$ cat src/hw/rtl/gsd_pkg.sv
`timescale 1ns / 1ps
`default_nettype none

package gsd_pkg;

	localparam int unsigned LFSR_W = 31;
	localparam int unsigned SOFT_W = 8;
	localparam int unsigned WARMUP_STEPS_DEF = 1600;
	localparam int unsigned PADDR_W = 2;
	localparam int unsigned PDATA_W = 32;
	localparam logic [PADDR_W-1:0] SEED_ADDR = 2'd0;
	localparam logic [LFSR_W-1:0] X1_INIT = 31'd1;

	typedef enum logic {
		ITEM_CONTINUE,
		ITEM_RELOAD
	} gsd_kind_t;

	typedef struct packed {
		gsd_kind_t kind;
		logic [SOFT_W-1:0] llr;
		logic last;
	} gsd_item_t;

	function automatic logic [LFSR_W-1:0] step_x1(input logic [LFSR_W-1:0] r);
		logic fb;
		fb = r[0] ^ r[3];
		return {fb, r[LFSR_W-1:1]};
	endfunction

	function automatic logic [LFSR_W-1:0] step_x2(input logic [LFSR_W-1:0] r);
		logic fb;
		fb = r[0] ^ r[1] ^ r[2] ^ r[3];
		return {fb, r[LFSR_W-1:1]};
	endfunction

	// x1 state after the warmup jump, evaluated at elaboration
	function automatic logic [LFSR_W-1:0] x1_warm(input int unsigned steps);
		logic [LFSR_W-1:0] r;
		r = X1_INIT;
		for (int unsigned k = 0; k < steps; k++) begin
			r = step_x1(r);
		end
		return r;
	endfunction

	// column i is the image of seed bit i after the warmup jump
	function automatic logic [LFSR_W*LFSR_W-1:0] x2_jump_cols(input int unsigned steps);
		logic [LFSR_W*LFSR_W-1:0] cols;
		logic [LFSR_W-1:0] r;
		cols = '0;
		for (int unsigned i = 0; i < LFSR_W; i++) begin
			r = '0;
			r[i] = 1'b1;
			for (int unsigned k = 0; k < steps; k++) begin
				r = step_x2(r);
			end
			cols[i*LFSR_W +: LFSR_W] = r;
		end
		return cols;
	endfunction

endpackage

`default_nettype wire

$ cat src/hw/rtl/gsd_cfg.sv
`timescale 1ns / 1ps
`default_nettype none

module gsd_cfg #(
	parameter int unsigned WARMUP_STEPS = gsd_pkg::WARMUP_STEPS_DEF
) (
	input wire logic clk,
	input wire logic arst_n,
	input wire logic psel,
	input wire logic penable,
	input wire logic pwrite,
	input wire logic [gsd_pkg::PADDR_W-1:0] paddr,
	input wire logic [gsd_pkg::PDATA_W-1:0] pwdata,
	output logic [gsd_pkg::PDATA_W-1:0] prdata,
	output logic pready,
	output logic [gsd_pkg::LFSR_W-1:0] jump_seed
);
	import gsd_pkg::*;

	localparam logic [LFSR_W*LFSR_W-1:0] JCOLS = x2_jump_cols(WARMUP_STEPS);

	logic [LFSR_W-1:0] seed_q;
	logic [LFSR_W-1:0] jseed_q;
	logic [LFSR_W-1:0] jseed_d;
	logic wr_en;

	assign wr_en = psel && penable && pwrite && (paddr == SEED_ADDR);
	assign pready = 1'b1;

	// seed advanced through the warmup jump, taken once at write time
	always_comb begin
		jseed_d = '0;
		for (int unsigned i = 0; i < LFSR_W; i++) begin
			if (pwdata[i]) begin
				jseed_d = jseed_d ^ JCOLS[i*LFSR_W +: LFSR_W];
			end
		end
	end

	always_ff @(posedge clk or negedge arst_n) begin
		if (!arst_n) begin
			seed_q <= '0;
			jseed_q <= '0;
		end else if (wr_en) begin
			seed_q <= pwdata[LFSR_W-1:0];
			jseed_q <= jseed_d;
		end
	end

	always_comb begin
		prdata = '0;
		if (paddr == SEED_ADDR) begin
			prdata = {{(PDATA_W-LFSR_W){1'b0}}, seed_q};
		end
	end

	assign jump_seed = jseed_q;

endmodule

`default_nettype wire

$ cat src/hw/rtl/gsd_front.sv
`timescale 1ns / 1ps
`default_nettype none

module gsd_front (
	input wire logic clk,
	input wire logic arst_n,
	input wire logic in_valid,
	output logic in_stall,
	input wire logic signed [gsd_pkg::SOFT_W-1:0] soft_in,
	input wire logic first_item,
	input wire logic last_item,
	output gsd_pkg::gsd_item_t q_item,
	output logic q_valid,
	input wire logic q_pop
);
	import gsd_pkg::*;

	gsd_item_t mem_q [2];
	logic wr_ptr_q;
	logic rd_ptr_q;
	logic [1:0] count_q;
	logic push;
	gsd_item_t item_d;

	assign in_stall = (count_q == 2'd2);
	assign push = in_valid && !in_stall;
	assign q_valid = (count_q != 2'd0);
	assign q_item = mem_q[rd_ptr_q];

	always_comb begin
		item_d.kind = first_item ? ITEM_RELOAD : ITEM_CONTINUE;
		item_d.llr = soft_in;
		item_d.last = last_item;
	end

	always_ff @(posedge clk) begin
		if (push) begin
			mem_q[wr_ptr_q] <= item_d;
		end
	end

	always_ff @(posedge clk or negedge arst_n) begin
		if (!arst_n) begin
			wr_ptr_q <= 1'b0;
			rd_ptr_q <= 1'b0;
			count_q <= 2'd0;
		end else begin
			if (push) begin
				wr_ptr_q <= ~wr_ptr_q;
			end
			if (q_pop) begin
				rd_ptr_q <= ~rd_ptr_q;
			end
			case ({push, q_pop})
				2'b10: count_q <= count_q + 2'd1;
				2'b01: count_q <= count_q - 2'd1;
				default: count_q <= count_q;
			endcase
		end
	end

endmodule

`default_nettype wire

$ cat src/hw/rtl/gsd_back.sv
`timescale 1ns / 1ps
`default_nettype none

module gsd_back #(
	parameter int unsigned WARMUP_STEPS = gsd_pkg::WARMUP_STEPS_DEF
) (
	input wire logic clk,
	input wire logic arst_n,
	input wire gsd_pkg::gsd_item_t q_item,
	input wire logic q_valid,
	output logic q_pop,
	input wire logic [gsd_pkg::LFSR_W-1:0] jump_seed,
	output logic out_valid,
	input wire logic out_stall,
	output logic signed [gsd_pkg::SOFT_W-1:0] soft_out,
	output logic last_out
);
	import gsd_pkg::*;

	localparam logic [LFSR_W-1:0] X1_WARM = x1_warm(WARMUP_STEPS);

	logic [LFSR_W-1:0] x1_q;
	logic [LFSR_W-1:0] x2_q;
	logic [LFSR_W-1:0] x1_cur;
	logic [LFSR_W-1:0] x2_cur;
	logic out_valid_q;
	logic [SOFT_W-1:0] soft_q;
	logic last_q;
	logic cbit;

	assign q_pop = q_valid && (!out_valid_q || !out_stall);

	always_comb begin
		x1_cur = x1_q;
		x2_cur = x2_q;
		if (q_item.kind == ITEM_RELOAD) begin
			x1_cur = X1_WARM;
			x2_cur = jump_seed;
		end
		cbit = x1_cur[0] ^ x2_cur[0];
	end

	always_ff @(posedge clk or negedge arst_n) begin
		if (!arst_n) begin
			x1_q <= X1_WARM;
			x2_q <= '0;
			out_valid_q <= 1'b0;
		end else begin
			if (q_pop) begin
				x1_q <= step_x1(x1_cur);
				x2_q <= step_x2(x2_cur);
				out_valid_q <= 1'b1;
			end else if (!out_stall) begin
				out_valid_q <= 1'b0;
			end
		end
	end

	always_ff @(posedge clk) begin
		if (q_pop) begin
			soft_q <= cbit ? ~q_item.llr : q_item.llr;
			last_q <= q_item.last;
		end
	end

	assign out_valid = out_valid_q;
	assign soft_out = soft_q;
	assign last_out = last_q;

endmodule

`default_nettype wire

$ cat src/hw/rtl/gold_sequence_llr_descrambler.sv
`timescale 1ns / 1ps
`default_nettype none

// channel   direction  handshake           payload
// in        input      in_valid/in_stall   soft_in, first_item, last_item
// out       output     out_valid/out_stall soft_out, last_out
// cfg       apb        psel/penable/pready seed_value at byte address 0
//
// one item per cycle unless out_stall holds; items pass the queue, then the output register
// the generator pair in the back part advances one step per item
// reset puts x1 at its warmed-up state and x2 at zero, seed reads zero
// a two-entry queue absorbs output stalls; in_stall rises only when it is full

module gold_sequence_llr_descrambler #(
	parameter int unsigned WARMUP_STEPS = gsd_pkg::WARMUP_STEPS_DEF
) (
	input wire logic clk,
	input wire logic arst_n,
	input wire logic in_valid,
	output logic in_stall,
	input wire logic signed [gsd_pkg::SOFT_W-1:0] soft_in,
	input wire logic first_item,
	input wire logic last_item,
	output logic out_valid,
	input wire logic out_stall,
	output logic signed [gsd_pkg::SOFT_W-1:0] soft_out,
	output logic last_out,
	input wire logic psel,
	input wire logic penable,
	input wire logic pwrite,
	input wire logic [gsd_pkg::PADDR_W-1:0] paddr,
	input wire logic [gsd_pkg::PDATA_W-1:0] pwdata,
	output logic [gsd_pkg::PDATA_W-1:0] prdata,
	output logic pready
);
	import gsd_pkg::*;

	gsd_item_t q_item;
	logic q_valid;
	logic q_pop;
	logic [LFSR_W-1:0] jump_seed;

	gsd_cfg #(
		.WARMUP_STEPS(WARMUP_STEPS)
	) u_cfg (
		.clk(clk),
		.arst_n(arst_n),
		.psel(psel),
		.penable(penable),
		.pwrite(pwrite),
		.paddr(paddr),
		.pwdata(pwdata),
		.prdata(prdata),
		.pready(pready),
		.jump_seed(jump_seed)
	);

	gsd_front u_front (
		.clk(clk),
		.arst_n(arst_n),
		.in_valid(in_valid),
		.in_stall(in_stall),
		.soft_in(soft_in),
		.first_item(first_item),
		.last_item(last_item),
		.q_item(q_item),
		.q_valid(q_valid),
		.q_pop(q_pop)
	);

	gsd_back #(
		.WARMUP_STEPS(WARMUP_STEPS)
	) u_back (
		.clk(clk),
		.arst_n(arst_n),
		.q_item(q_item),
		.q_valid(q_valid),
		.q_pop(q_pop),
		.jump_seed(jump_seed),
		.out_valid(out_valid),
		.out_stall(out_stall),
		.soft_out(soft_out),
		.last_out(last_out)
	);

endmodule

`default_nettype wire

$ cat config.mk
export PLATFORM = sky130hd
export DESIGN_NAME = gold_sequence_llr_descrambler
export DESIGN_NICKNAME = d
export VERILOG_FILES = /design/src/hw/rtl/gsd_pkg.sv /design/src/hw/rtl/gsd_cfg.sv /design/src/hw/rtl/gsd_front.sv /design/src/hw/rtl/gsd_back.sv /design/src/hw/rtl/gold_sequence_llr_descrambler.sv
export SDC_FILE = /design/constraint.sdc
export NUM_CORES = 1
export LEC_CHECK = 0
export BUFFER_PORTS_ARGS = -buffer_cell sky130_fd_sc_hd__buf_2
export CELL_PAD_IN_SITES_DETAIL_PLACEMENT = 0
export CELL_PAD_IN_SITES_GLOBAL_PLACEMENT = 1
export CORE_MARGIN = 5
export CORE_UTILIZATION = 43
export DETAILED_ROUTE_END_ITERATION = 12
export GPL_TIMING_DRIVEN = 0
export PLACE_DENSITY_LB_ADDON = 0.12
export SLEW_MARGIN = 20
export SYNTH_ARGS = -nofsm -noshare
export SYNTH_HDL_FRONTEND = slang
export SYNTH_SLANG_ARGS = --single-unit
$ cat constraint.sdc
create_clock -name clk -period 3.3 [get_ports clk]
set_input_delay 0 -clock clk [delete_from_list [all_inputs] [get_ports clk]]
set_output_delay 0 -clock clk [all_outputs]
set_load 0.02 [all_outputs]
==> results.sh, run 1 <==
export IMPL_worstPathMaxFanout=10
export IMPL_vias=5485
export IMPL_worst_slew_pin_slew_ps=963
export IMPL_post_drt_via_cell_ratio=4.91
export IMPL_synth_area_per_cell_um2=11.0
export IMPL_leakage_uw=0.00443
export IMPL_grt_ovfl_total=0
export IMPL_post_cts_buffers=0
export IMPL_slowest_delay_ps=740
export IMPL_hold_path_class="input pin to flip-flop"
export IMPL_clkSinkCount=158
export IMPL_start_kind="flip-flop"
export IMPL_cts_resized=0
export IMPL_slew_violations=0
export IMPL_status="finished, final reports clean"
export IMPL_cts_buffers=17
export IMPL_drt_iter0_markers=285
export IMPL_setup_tns_ps=0
export IMPL_synth_cell_types=30
export IMPL_die_h_um=148
export IMPL_diodes=0
export IMPL_post_dp_hpwl_mm=14.1
export IMPL_end_kind="flip-flop"
export IMPL_slew_limit_headroom_pct=35.4
export IMPL_syn_nets=795
export IMPL_critPathKind="flip-flop to flip-flop"
export IMPL_ys_warn_count=0
export IMPL_wl_met2_mm=9.45
export IMPL_drt_total_wl_mm=18.9
export IMPL_grt_pass1_vias=5850
export IMPL_io_buffers=69
export IMPL_hold_viol_final=0
export IMPL_max_clock_path_buffers=2
export IMPL_cp_required_ps=3660
export IMPL_fin_crit_sh_pct=72.0
export IMPL_drc=0
export IMPL_power_density_nw_per_um2=807
export IMPL_synth_cells=743
export IMPL_period_minus_slack_ps=2380
export IMPL_clock_latency_ps=430
export IMPL_first_pass_iters=4
export IMPL_wl_per_cell_um=16.9
export IMPL_ys_ff_latch=158
export IMPL_htree_levels=4
export IMPL_die_w_um=148
export IMPL_grt_max_degree=78
export IMPL_io_pin_count=95
export IMPL_setup_viol=0
export IMPL_die_area_um2=21800
export IMPL_grt_pass1_wl_mm=31.4
export IMPL_drive_gt1_share_pct=15.0
export IMPL_top_layer="met4"
export IMPL_peakVddDrop_mv=0.375
export IMPL_gp_congestion=0.901
export IMPL_cts_tree="built"
export IMPL_critical_path_arrival_ps=2740
export IMPL_antenna_found_initial=0
export IMPL_max_freq_mhz=421
export IMPL_cts_hold_buf=39
export IMPL_crit_top_cell="clkbuf_1"
export IMPL_ys_seq_area_share_pct=50.5
export IMPL_start_util_pct=43.6
export IMPL_drtAntennaViolNets=0
export IMPL_rsz0062_at_grt="no"
export IMPL_syn2layout_area_growth_pct=20.6
export IMPL_root_buffer="clkbuf_16"
export IMPL_path_cells="mux2i_1 -> and2_1 -> clkbuf_1 -> clkbuf_1 -> a22o_1"
export IMPL_grt_usage_pct=18.3
export IMPL_nNetsFinal=923
export IMPL_cts_clk_slew_worst_paths_ps=70
export IMPL_route_met3_wl_um=748
export IMPL_p_total_uw=7930
export IMPL_cpMaxStageDelayCell="mux2i_1"
export IMPL_m1WireLength_mm=8.35
export IMPL_synth_area_um2=8150
export IMPL_row_count=50
export IMPL_finClkSkew_ps=8.01
export IMPL_core_um2=18700
export IMPL_maxCapViolations=0
## cells in the mapped netlist (all sizes together)
| cell | instances | area, µm² |
|---|---|---|
| xor2 | 33 | 289 |
| o21ai | 63 | 315 |
| xnor2 | 137 | 1260 |
| a22o | 19 | 166 |
| and4 | 1 | 8.76 |
| buf | 12 | 61.3 |
| nor2 | 5 | 18.8 |
| nand2b | 1 | 6.26 |
| conb | 2 | 7.51 |
| clkbuf | 45 | 169 |
| xnor3 | 17 | 385 |
| and3 | 1 | 6.26 |
| nand4 | 1 | 6.26 |
| o22a | 11 | 96.3 |
| a21oi | 1 | 5.00 |
| edfxtp | 29 | 871 |
| mux2 | 3 | 33.8 |
| inv | 2 | 7.51 |
| dfstp | 11 | 289 |
| mux2i | 39 | 390 |
| and2 | 32 | 200 |
| dfrtp | 118 | 2950 |
| ha | 1 | 12.5 |
| nand2 | 159 | 597 |
## where the power goes
part	leakage, µW	switching (µW)	internal, µW
Sequential	0.00188	378	2770
Combinational	0.00225	1500	1260
Clock	0.000302	930	1100
## layout make-up
cell class / count / area [µm²]
fillers: 1630 / 8870
clock buffers: 17 / 425
clock inverters: 15 / 190
flip-flops and latches: 158 / 4110
multi-input cells: 526 / 3800
plain buffers: 57 / 230
inverters: 2 / 7.51
well taps: 234 / 293
repair buffers: 109 / 773
## state kept, by name, indices dropped and copies added (netlist names)
register and count:
u_back.x1_q 31, u_back.x2_q 31, u_cfg.jump_seed 31, u_cfg.seed_q 31
u_front.mem_q 20, u_back.soft_out 8, u_front.count_q 2, u_back.last_out 1
u_back.out_valid 1, u_front.rd_ptr_q 1, u_front.wr_ptr_q 1
## kinds of logic (layout without fill, tap and decap cells)
logic type / count (synthesis) / in the layout / synth area share [%]
buf+inv: 59 / 200 / 2.92
compound gates: 94 / 94 / 7.15
flops: 158 / 158 / 50.5
xor+xnor: 187 / 187 / 23.7
other cells: 2 / 2 / 0.0921
fa+ha+maj: 1 / 1 / 0.153
simple gates: 200 / 200 / 10.3
mux: 42 / 42 / 5.20
## final timing paths
check / from / endpoint / slack [ps] / cells after the start
worst max-delay path: u_front.rd_ptr_q / u_back.x1_q[16] / 920 / 5
worst min register to register: u_cfg.seed_q[8] / u_cfg.seed_q[8] / 470 / 2
min in group asynchronous: arst_n / u_back.x1_q[7] / 80 / 2
worst max register to register: u_front.rd_ptr_q / u_back.x1_q[16] / 920 / 5
worst min-delay path: pwdata[26] / u_cfg.seed_q[26] / 30 / 3
max in group asynchronous: arst_n / u_cfg.jump_seed[20] / 2490 / 3
## layer usage
layer | vias up | track usage [%]
met2 | 128 | 31.2
li1 | 2681 | -
met4 | 0 | 5.45
met3 | 21 | 4.51
met5 | - | 0
met1 | 2655 | 23.2
## critical path: cells and delay by family (launching register included)
kind,cells,cell delay [ps]
and+or+nand+nor,1,230
muxes,1,740
DFF,1,360
buffers and inverters,2,760
AOI/OAI and AO/OA,1,210
## layout by cell type, fill, tap and decap left out, types with 2 or more instances in the layout
| cell | n |
|---|---|
| o21ai_1 | 23 |
| edfxtp_1 | 29 |
| nor2_1 | 5 |
| xor2_1 | 33 |
| dlygate4sd3_1 | 39 |
| dfstp_2 | 11 |
| buf_1 | 3 |
| xnor3_1 | 15 |
| xnor2_2 | 5 |
| inv_8 | 6 |
| conb_1 | 2 |
| nand2_1 | 159 |
| xnor3_2 | 2 |
| a22o_1 | 19 |
| mux2_2 | 3 |
| inv_6 | 3 |
| clkbuf_1 | 45 |
| clkinv_4 | 2 |
| o22a_1 | 11 |
| buf_4 | 2 |
| buf_2 | 75 |
| xnor2_1 | 131 |
| dfrtp_1 | 118 |
| clkbuf_16 | 17 |
| o21ai_0 | 40 |
| inv_1 | 2 |
| mux2i_1 | 39 |
| clkinv_8 | 3 |
| and2_1 | 32 |
## per-stage QoR
stage          hold WS (ps)  instances  area, µm²  setup WS (ps)  util, %
2_1_floorplan          -296        743       8150           1350        -
3_3_place_gp            190       1046       8790            517     47.0
3_5_place_dp          -53.3       1047       8830            915     47.2
4_1_cts                25.8       1118       9830            880     52.6
5_1_grt                29.1       1118       9830            689     52.6
6_report               27.0       1118       9830            924     52.6
Note: power is estimated with default switching activity, not from simulation.
==> run 2, diff against run 1 <==
--- a/config.mk
+++ b/config.mk
@@ -9,7 +9,7 @@
 export CELL_PAD_IN_SITES_DETAIL_PLACEMENT = 0
 export CELL_PAD_IN_SITES_GLOBAL_PLACEMENT = 1
 export CORE_MARGIN = 5
-export CORE_UTILIZATION = 43
+export CORE_UTILIZATION = 42
 export DETAILED_ROUTE_END_ITERATION = 12
 export GPL_TIMING_DRIVEN = 0
 export PLACE_DENSITY_LB_ADDON = 0.12
==> constraint.sdc (replaced) <==
create_clock -name clk -period 1.9 [get_ports clk]
set_input_delay 0 -clock clk [delete_from_list [all_inputs] [get_ports clk]]
set_output_delay 0 -clock clk [all_outputs]
set_load 0.02 [all_outputs]
==> results.sh, run 2 (synthesis gave the netlist of run 1 again) <==
export IMPL_slew_limit_headroom_pct=48.0
export IMPL_hold_ws_ps=22.7
export IMPL_multi_input_area_um2=3900
export IMPL_cts_buffers=17
export IMPL_power_net_switching_uw=4850
export IMPL_max_freq_mhz=551
export IMPL_post_dp_hpwl_mm=14.2
export IMPL_cts_tree="built"
export IMPL_setup_ws_ps=85.1
export IMPL_fin_crit_sh_pct=95.5
export IMPL_worst_slew_pin_slew_ps=780
export IMPL_gp_congestion=0.910
export IMPL_syn2layout_area_growth_pct=22.0
export IMPL_vias=5464
export IMPL_clkSinkCount=158
export IMPL_sequentialPowerShare_pct=39.7
export IMPL_first_pass_iters=4
export IMPL_row_count=51
export IMPL_design_area_um2=9950
export IMPL_postPlaceCellArea_um2=8870
export IMPL_nNetsFinal=919
export IMPL_max_clock_path_buffers=2
export IMPL_seq_area_um2=4110
export IMPL_rsz0062_at_grt="no"
export IMPL_worstPathMaxFanout=6
export IMPL_leakage_uw=0.00449
export IMPL_final_cell_mix="nand2_1, xnor2_1, dfrtp_1"
export IMPL_die_h_um=149
export IMPL_grt_pass1_wl_mm=31.2
export IMPL_setup_tns_ps=0
export IMPL_io_buffers=69
export IMPL_root_buffer="clkbuf_16"
export IMPL_drive_gt1_share_pct=17.4
export IMPL_cts_clk_slew_worst_paths_ps=70
export IMPL_core_um2=19300
export IMPL_finClkSkew_ps=7.85
export IMPL_drtAntennaViolNets=0
export IMPL_drc=0
export IMPL_start_util_pct=42.3
export IMPL_diodes=0
export IMPL_period_minus_slack_ps=1810
export IMPL_critical_path_arrival_ps=2110
export IMPL_clock_latency_ps=420
export IMPL_maxCapViolations=0
export IMPL_post_drt_via_cell_ratio=4.77
export IMPL_drt_iter0_markers=201
export IMPL_r2r_slack_ps=170
export IMPL_antenna_found_initial=0
export IMPL_grt_pass1_vias=5838
export IMPL_status="finished, final reports clean"
export IMPL_drt_total_wl_mm=19.3
export IMPL_critPathKind="input pin to flip-flop"
export IMPL_dp_slack_ps=-521
export IMPL_io_pin_count=95
export IMPL_combPwrFrac_pct=35.4
export IMPL_peakVddDrop_mv=0.614
export IMPL_cp_required_ps=2190
export IMPL_wl_per_cell_um=16.9
export IMPL_grt_usage_pct=18.1
export IMPL_p_sw_share_pct=35.2
export IMPL_grt_max_degree=83
export IMPL_p_int_uw=8930
export IMPL_start_kind="input pin"
export IMPL_fillCellCount=1794
export IMPL_final_util_pct=51.6
export IMPL_die_w_um=149
export IMPL_slew_violations=0
export IMPL_grt_ovfl_total=0
export IMPL_hold_path_class="input pin to flip-flop"
export IMPL_hold_viol_final=0
export IMPL_power_density_nw_per_um2=1380
export IMPL_end_kind="flip-flop"
export IMPL_die_area_um2=22300
export IMPL_htree_levels=4
export IMPL_layout_commonest_cell="nand2_1"
export IMPL_clkPwrFrac_pct=24.8
export IMPL_setup_viol=0
run 2: metal layers:
metal	track usage, %	wire, µm	up-vias
met5	0	0	-
met4	5.17	327	0
met3	3.80	620	25
met2	32.4	10100	105
met1	22.0	8320	2663
li1	-	-	2671
run 2: final cells by class:
class / count / share of cell area, %
buffer: 54 / 2.31
clock buffer: 17 / 4.28
clock inverter: 15 / 1.72
inverter: 2 / 0.0755
multi-input combinational: 526 / 39.3
sequential: 158 / 41.4
tap: 265 / 3.33
timing repair buffer: 108 / 7.67
run 2: critical path, stage by stage:
cell           delay (ps)
dlygate4sd3_1         520
buf_2                 230
xnor3_1               550
xnor3_1               400
xnor2_1               310
o21ai_1                90
run 2: power groups by stage:
stage	Combinational (µW)	Clock, µW	Sequential (µW)
finish	4880	3420	5470
global route	5400	3650	5620
CTS	4930	3510	5480
detailed placement	4820	0	5510
global placement	4700	0	5460
floorplan	3530	0	5460
run 2: timing repair:
action                     CTS  global route
hold buffers                38             0
gates resized for setup      9            16
buffers inserted             0             0
hold endpoints to repair   168             0
setup endpoints to repair   69            69
pin swaps                    0             0
run 2: final timing paths:
kind                                    startpoint                   to  cells after the start
min in group asynchronous                   arst_n      u_back.x1_q[13]                      2
worst min-delay path                    pwdata[20]     u_cfg.seed_q[20]                      3
worst max-delay path                    pwdata[30]  u_cfg.jump_seed[28]                      6
worst min register to register    u_cfg.seed_q[28]     u_cfg.seed_q[28]                      2
worst max register to register  u_front.count_q[1]   u_front.count_q[1]                      6
max in group asynchronous                   arst_n      u_back.x1_q[27]                      3
run 2: through the flow:
step | power, µW | cells
2_1_floorplan | 8990 | 743
3_3_place_gp | 10200 | 1077
3_5_place_dp | 10300 | 1078
4_1_cts | 13900 | 1147
5_1_grt | 14700 | 1145
6_report | 13800 | 1145
